<file path="config.mk">
export PLATFORM = sky130hd
export DESIGN_NAME = stable_min_priority_queue
export DESIGN_NICKNAME = d
export VERILOG_FILES = /design/src/design/smpq_pkg.sv /design/src/design/smpq_cell.sv /design/src/design/stable_min_priority_queue.sv
export SDC_FILE = /design/constraint.sdc
export NUM_CORES = 2
export LEC_CHECK = 0
export ABC_AREA = 1
export BUFFER_PORTS_ARGS = -buffer_cell sky130_fd_sc_hd__buf_2
export CAP_MARGIN = 30
export CORE_UTILIZATION = 60
export CTS_CLUSTER_DIAMETER = 150
export DETAILED_ROUTE_END_ITERATION = 10
export PLACE_DENSITY = 0.77
export SLEW_MARGIN = 30
export SYNTH_ARGS = -nofsm -noshare
export SYNTH_HDL_FRONTEND = slang
export SYNTH_SLANG_ARGS = --single-unit
</file>
<file path="constraint.sdc">
create_clock -name clk_i -period 5.64 [get_ports clk_i]
set_clock_uncertainty 0.2 [all_clocks]
set_input_delay 0.846 -clock clk_i [delete_from_list [all_inputs] [get_ports clk_i]]
set_output_delay 0.846 -clock clk_i [all_outputs]
set_load 0.005 [all_outputs]
</file>
<file path="src/design/smpq_pkg.sv">
// shared types and codes for the sorted priority queue
package smpq_pkg;

  localparam logic MODE_INSERT = 1'b0;
  localparam logic MODE_REMOVE = 1'b1;

  typedef enum logic [1:0] {
    ST_OK    = 2'd0,
    ST_EMPTY = 2'd1,
    ST_FULL  = 2'd2
  } status_e;

  typedef struct packed {
    logic [31:0] value;
    logic [15:0] prio;
  } entry_t;

  // broadcast to every cell of the chain
  typedef struct packed {
    logic ins;
    logic rem;
  } cell_ctrl_t;

endpackage

</file>
<file path="src/design/smpq_cell.sv">
// one slot of the sorted chain: keeps, takes the new entry or shifts from a neighbor
module smpq_cell
  import smpq_pkg::*;
(
  input  logic       clk_i,
  input  cell_ctrl_t ctrl_i,
  input  entry_t     new_i,
  input  logic       occ_i,
  input  entry_t     left_i,
  input  logic       left_keep_i,
  input  entry_t     right_i,
  output entry_t     ent_o,
  output logic       keep_o
);

  entry_t ent_q, ent_d;

  // held entry stays ahead of the new one when its priority is not larger
  assign keep_o = occ_i && ($signed(ent_q.prio) <= $signed(new_i.prio));

  always_comb begin
    ent_d = ent_q;
    if (ctrl_i.ins) begin
      if (!keep_o) begin
        ent_d = left_keep_i ? new_i : left_i;
      end
    end else if (ctrl_i.rem) begin
      ent_d = right_i;
    end
  end

  always_ff @(posedge clk_i) begin
    ent_q <= ent_d;
  end

  assign ent_o = ent_q;

endmodule

</file>
<file path="src/design/stable_min_priority_queue.sv">
// top level of the sorted priority queue built as a chain of slot cells
//
//   channel | direction | handshake               | payload
//   in      | input     | in_valid_i / in_ready_o | mode_i, value_i, prio_i
//   out     | output    | out_valid_o/out_ready_i | status_o, head_value_o,
//           |           |                         | head_prio_o, occupancy_o
//
// every item is handled in the cycle it is accepted; its result shows in the next cycle
// all cells compare against the new priority at once, so one item per cycle is sustained while results are taken
// in_ready_o drops only while a result waits and out_ready_i is low
// reset clears the fill count and the result valid flag; slot contents are left as is
module stable_min_priority_queue
  import smpq_pkg::*;
#(
  parameter int DEPTH = 16
) (
  input  logic        clk_i,
  input  logic        rst_ni,
  input  logic        in_valid_i,
  output logic        in_ready_o,
  input  logic        mode_i,
  input  logic [31:0] value_i,
  input  logic [15:0] prio_i,
  output logic        out_valid_o,
  input  logic        out_ready_i,
  output logic [1:0]  status_o,
  output logic [31:0] head_value_o,
  output logic [15:0] head_prio_o,
  output logic [4:0]  occupancy_o
);

  localparam int CntW = $clog2(DEPTH + 1);

  logic [CntW-1:0] count_q, count_d;
  logic            out_valid_q;
  status_e         status_q, status_d;
  logic [31:0]     head_value_q, head_value_d;
  logic [15:0]     head_prio_q, head_prio_d;
  logic [4:0]      occupancy_q;

  logic       accept;
  logic       empty, full;
  cell_ctrl_t ctrl;
  entry_t     new_ent;
  entry_t     ent   [DEPTH];
  logic       keep  [DEPTH];

  assign in_ready_o = !out_valid_q || out_ready_i;
  assign accept     = in_valid_i && in_ready_o;
  assign empty      = (count_q == '0);
  assign full       = (count_q == CntW'(DEPTH));

  assign ctrl.ins      = accept && (mode_i == MODE_INSERT) && !full;
  assign ctrl.rem      = accept && (mode_i == MODE_REMOVE) && !empty;
  assign new_ent.value = value_i;
  assign new_ent.prio  = prio_i;

  for (genvar i = 0; i < DEPTH; i++) begin : g_cell
    entry_t left_ent, right_ent;
    logic   left_keep;

    if (i == 0) begin : g_first
      assign left_ent  = new_ent;
      assign left_keep = 1'b1;
    end else begin : g_mid
      assign left_ent  = ent[i-1];
      assign left_keep = keep[i-1];
    end

    if (i == DEPTH - 1) begin : g_last
      assign right_ent = new_ent;
    end else begin : g_inner
      assign right_ent = ent[i+1];
    end

    smpq_cell u_cell (
      .clk_i       (clk_i),
      .ctrl_i      (ctrl),
      .new_i       (new_ent),
      .occ_i       (CntW'(i) < count_q),
      .left_i      (left_ent),
      .left_keep_i (left_keep),
      .right_i     (right_ent),
      .ent_o       (ent[i]),
      .keep_o      (keep[i])
    );
  end

  always_comb begin
    count_d      = count_q;
    status_d     = ST_OK;
    head_value_d = '0;
    head_prio_d  = '0;
    if (ctrl.ins) begin
      count_d = count_q + CntW'(1);
    end else if (ctrl.rem) begin
      count_d      = count_q - CntW'(1);
      head_value_d = ent[0].value;
      head_prio_d  = ent[0].prio;
    end else if (mode_i == MODE_INSERT) begin
      status_d = ST_FULL;
    end else begin
      status_d = ST_EMPTY;
    end
  end

  always_ff @(posedge clk_i or negedge rst_ni) begin
    if (!rst_ni) begin
      count_q     <= '0;
      out_valid_q <= 1'b0;
    end else begin
      if (accept) begin
        count_q     <= count_d;
        out_valid_q <= 1'b1;
      end else if (out_ready_i) begin
        out_valid_q <= 1'b0;
      end
    end
  end

  always_ff @(posedge clk_i) begin
    if (accept) begin
      status_q     <= status_d;
      head_value_q <= head_value_d;
      head_prio_q  <= head_prio_d;
      occupancy_q  <= 5'(count_d);
    end
  end

  assign out_valid_o  = out_valid_q;
  assign status_o     = status_q;
  assign head_value_o = head_value_q;
  assign head_prio_o  = head_prio_q;
  assign occupancy_o  = occupancy_q;

endmodule

</file>
**Yosys cells after proc, flatten, opt, wreduce, memory -nomap -nowiden**

Cells that the tools add are included.

- Equality and inequality tests: 17
- $add $sub $neg: 2
- Magnitude comparators: 32
- Shift operators: 0
- $mul: 0
- Bitwise operators: 2
- Mux-type cells: 68
- Divide/modulo/power cells: 0
- Reduce and logical (&&, ||, !) cells: 46

Operators by type and width:

| cell | count |
|---|---|
| $mux 48 | 63 |
| $le 16x16->1 | 16 |
| $lt 4x5->1 const A | 8 |
| $ne 2x2->1 const B | 16 |
| $reduce_and 2->1 | 16 |
| $logic_and 1x1->1 | 21 |
| $lt 3x5->1 const A | 4 |
| $lt 1x5->1 const A | 2 |
| $lt 2x5->1 const A | 2 |
| $mux 5 | 2 |
| $add 5x1->5 const B | 1 |
| $eq 5x5->1 const B | 1 |
| $logic_not 5->1 | 1 |
| $sub 5x1->5 const B | 1 |
| $reduce_bool 2->1 | 2 |
| $reduce_or 2->1 | 2 |
| $logic_not 1->1 | 3 |
| $mux 1 | 2 |
| $mux 2 | 1 |
| $not 1->1 | 2 |
| $logic_or 1x1->1 | 1 |

- Flip-flop bits (word level): 829
- Memories: 0
- Input bits: 53
- Word-level logic and storage cells: 205
- Bits in writable memories: 0
- ROM bits: 0
- Output and inout port bits: 57
- Latch bits: 0

**Logic depth before layout (Yosys ltp)**

- Depth after elaboration: 7
- Mapped depth: 20
- Gate-level depth less buffers: 18

**By module**

From an unflattened synthesis, not the netlist that was laid out.

- Cell total of the unflattened synthesis: 5,841
- Area, all modules: 49,087.1 µm²

By module, submodules not included:

| module | area an instance (µm²) | cells each | instances | seq. area each (µm²) |
|---|---|---|---|---|
| smpq_cell (g_cell[0].u_cell ...) | 2,900.3 | 351 | 11 | 1,441.4 |
| smpq_cell (g_cell[5].u_cell ...) | 2,871.5 | 343 | 5 | 1,441.4 |
| stable_min_priority_queue | 2,826.5 | 265 | 1 | 1,801.7 |

**Worst setup path after synthesis**

No wires, ideal clock.

- Path type: input -> register
- Start point: in out_ready_i
- End point: reg g_cell[15].u_cell.ent_q (netlist bit g_cell[15].u_cell.ent_o[0]) (enable)
- Data arrival time: 4.842 ns
- Path slack: 0.128 ns
- Setup time: 0.470 ns
- Data required time: 4.970 ns
- Cell stages on the path: 10
- Buffers on the path: 2
- Path through: inv_1 nand2_1 nand2_1 clkinv_1 nand3_1 buf_6 inv_6 buf_6 nor2_1 a21oi_1

- Cells in the longest elaborated chain, start to end: 6
- Elaborated cells on any way between the ends: 9
- Classes of those cells: 1 x eq/ne; 8 x reduce/logical

RTL lines:

| element | RTL line | RTL |
|---|---|---|
| start: declaration | stable_min_priority_queue.sv:25 | `input logic out_ready_i,` |
| $logic_or 1x1->1 (*) | stable_min_priority_queue.sv:48 | `assign in_ready_o = !out_valid_q \|\| out_ready_i;` |
| via in_ready_o | stable_min_priority_queue.sv:20 | `output logic in_ready_o,` |
| $logic_and 1x1->1 (*) | stable_min_priority_queue.sv:49 | `assign accept = in_valid_i && in_ready_o;` |
| via accept | stable_min_priority_queue.sv:41 | `logic accept;` |
| $logic_and 1x1->1 (on tied branches) (2 in series) | stable_min_priority_queue.sv:53, stable_min_priority_queue.sv:54 |  |
| $ne 2x2->1 (no line) or $reduce_bool 2->1 (tied branches) | n/a |  |
| $reduce_and 2->1 (no line) (*) | n/a |  |
| end signal: assignment | smpq_cell.sv:33 | `ent_q <= ent_d;` |
| end: declaration | smpq_cell.sv:16 | `entry_t ent_q, ent_d;` |

The timed path passes the listed nets; every way through them passes the cells marked *.
A chain may end at the register's enable or synchronous reset.

==> results.txt <==
Fin. Hold Viols = 0
final wirelength = 144000 µm
Critical Path Most Common Cell = nand2_1
clk root buf = clkbuf_16
Die Y = 290 µm
Worst path max stage delay = 0.58 ns
Site Rows = 105
cells after synthesis = 6520
first-pass GRT wire length = 222000 µm
clock buffer depth = 3
post-route ant nets = 0
clock sink total = 829
via count = 41941
Post-CTS Setup Inserts = 0
Post-synth top flop = edfxtp_1
pins over their slew limit = 0
FF+latch area = 24900 µm²
FMAX = 243 MHz
Critical Path Sink Type = register
post-synth cell types = 34
CTS tree = yes
syn_nets = 6832
Area contributors post-synth = edfxtp_1 (50%), nand2_1 (29%), ha_1 (6.5%), inv_1 (6.0%), nand3_1 (1.2%)
Leakage Power = 31.0 nW
Fill cells = 6800
area of the multi-input gates = 20500 µm²
most frequent cells after synthesis = nand2_1 (3794), edfxtp_1 (823), inv_1 (802)
total CTS buffers = 91
worst skew pair latency = 0.66 ns
worst-path cell chain = buf_2 > inv_1 > buf_4 > ha_1 > nand4_1 > nor3_1 > nand4_1 > nand3_1 > nand2_2 > nand2_2 > buf_4 > nand2_1 > nand2_1 > nand2_1
maxcap violations = 0
layout cells sized above 1 = 0.0619
initial antenna violation count = 3
overall global routing resource usage = 0.337
most numerous cell in the Yosys netlist = nand2_1
Post-Synthesis Mean Instance Area = 7.65 µm²
post-synth top area share = 0.496
Ys Warns = 0
drt wl/cell = 18.8 µm
Synth Register Bits = 829
Final setup violation count = 0
min Tclk post-route = 4.12 ns
Setup CP Type = input pin to register
worst vdd ir = 0.441 mV
Hold Path Depth = 4
type of the most critical hold path = input pin to register
worst slew pin tran = 0.992 ns
Post-synth EDFFs = 823
Seq/Total Area, Yosys = 0.499
arrival time worst endpoint = 4.31 ns
CP Max Fanout = 48
CP required = 5.83 ns
reg2reg path depth = 10
synthesis-to-finish area growth = 8.26%
num ports = 110
Slowest-stage cell, CP = buf_4
Post-Layout Cell Count = 7648
GPL Wtd Cong = 0.941
DRC = 0
Util after Layout = 0.657
dominant cell type by area after synthesis = edfxtp_1
vias in the first global route = 40145
Initial Util = 0.607
ys async rst share = 0.00724
nets = 6811
period utilization = 0.731
Setup TNS Final = 0 ns
largest net degree at the start of global routing = 218
final worst setup slack = 1.52 ns
Clock transition at path regs = 0.06 ns
Die ar. = 84300 µm²
port bufs = 109
Die X-Extent = 290 µm
total chip power = 22.7 mW
Cell Area, Synth = 49900 µm²
htree depth = 3
Overflow after GRT = 0
Critical Path Source Type = input pin
Final HPWL DP = 89400 µm
P per Cell Area = 421 nW/µm²
RSZ-0062 raised after global routing = no
Via density = 5.48
Setup WS pre-CTS = 0.997 ns
DR iter-0 viols = 5287
Slew HR = 0.339
DR pass1 iterations = 7
Cells after DPL = 7474
status = finished clean
core region area = 82100 µm²
-- critical path, delay by kind of cell --
family	cells	cell delay [ns]
fa+ha+maj	1	0.19
buf+inv	4	1.45
simple gates	9	1.82
-- what timing repair did --
action	in CTS	in global routing
hold buffers	1	0
endpoints found under the hold margin	6	0
gates resized for setup	0	0
-- layer usage --
layer | global-route usage | routed length (µm) | up-vias
met4 | 0.136 | 5480 | 0
met5 | 0 | 0 | -
met2 | 0.548 | 66500 | 2227
met1 | 0.454 | 57000 | 19295
li1 | - | - | 20057
met3 | 0.0486 | 14700 | 362
-- logic make-up after synthesis --
logic type / synth area share
AO/OA/AOI/OAI: 0.0211
XOR/XNOR: 0.00105
adder cells (fa/ha/maj): 0.0650
buffers and inverters: 0.0931
flip-flops: 0.499
AND/OR/NAND/NOR: 0.321
-- power by group --
part | leakage, nW | switching, mW | total [mW] | internal [mW]
clock network | 1.45 | 2.57 | 6.06 | 3.49
registers | 7.89 | 0.687 | 9.24 | 8.56
logic | 21.7 | 5.38 | 7.43 | 2.05
total | 31.0 | 8.63 | 22.7 | 14.1
-- final timing paths --
path                                        startpoint                          end  slack (ns)
max                                         prio_i[11]   g_cell[3].u_cell.ent_o[24]        1.52
min                                        out_ready_i                  out_valid_o        0.27
max reg2reg                                 count_q[1]  g_cell[12].u_cell.ent_o[46]        1.66
min reg2reg                g_cell[15].u_cell.ent_o[45]  g_cell[14].u_cell.ent_o[45]        0.32
max in group asynchronous                       rst_ni                   count_q[4]        4.72
min in group asynchronous                       rst_ni                   count_q[1]        0.37
-- registers in the layout, summed over array words and instances (netlist names) --
| name | flops |
|---|---|
| g_cell.u_cell.ent_o | 768 |
| head_value_o | 32 |
| head_prio_o | 16 |
| count_q | 5 |
| occupancy_o | 5 |
| status_o | 2 |
| out_valid_o | 1 |
-- layout make-up --
class	instances	area share
sequential	829	0.461
tap	1070	0.0248
inverter	806	0.0562
clock buffer	118	0.0456
clock inverter	52	0.00927
antenna	2	0.0000927
multi-input combinational	4586	0.379
timing repair buffer	185	0.0241
-- layout by cell type, fill, tap and decap left out, types with 2 or more instances in the layout --
| master | Yosys | layout |
|---|---|---|
| xor2_1 | 6 | 6 |
| ha_1 | 259 | 259 |
| buf_4 | 57 | 61 |
| nand2_1 | 3794 | 3757 |
| nor2_1 | 130 | 130 |
| diode_2 | 0 | 2 |
| clkbuf_1 | 135 | 22 |
| clkinv_1 | 2 | 20 |
| buf_2 | 79 | 109 |
| buf_12 | 3 | 13 |
| o21ai_0 | 77 | 77 |
| clkbuf_16 | 0 | 94 |
| edfxtp_1 | 823 | 823 |
| dfrtp_1 | 6 | 6 |
| nor3_1 | 11 | 11 |
| bufinv_16 | 0 | 9 |
| inv_6 | 1 | 2 |
| clkinvlp_4 | 0 | 2 |
| inv_2 | 1 | 2 |
| a31oi_1 | 3 | 3 |
| o21bai_1 | 2 | 2 |
| a21oi_1 | 93 | 92 |
| inv_1 | 802 | 801 |
| nand4_1 | 17 | 17 |
| nor2_2 | 3 | 3 |
| nand2_2 | 8 | 45 |
| a21o_1 | 15 | 15 |
| clkinv_2 | 0 | 19 |
| nand3_1 | 121 | 120 |
| o221ai_1 | 2 | 2 |
| clkbuf_8 | 0 | 2 |
| nand2_4 | 40 | 40 |
-- through the flow --
step | area [µm²] | hold WS [ns]
6_report | 54000 | 0.274
5_1_grt | 54000 | 0.294
4_1_cts | 53900 | 0.260
3_5_place_dp | 51000 | 0.304
3_3_place_gp | 51000 | 0.296
2_1_floorplan | 49900 | 0.294
No activity file was read; power rests on OpenSTA's default activity.
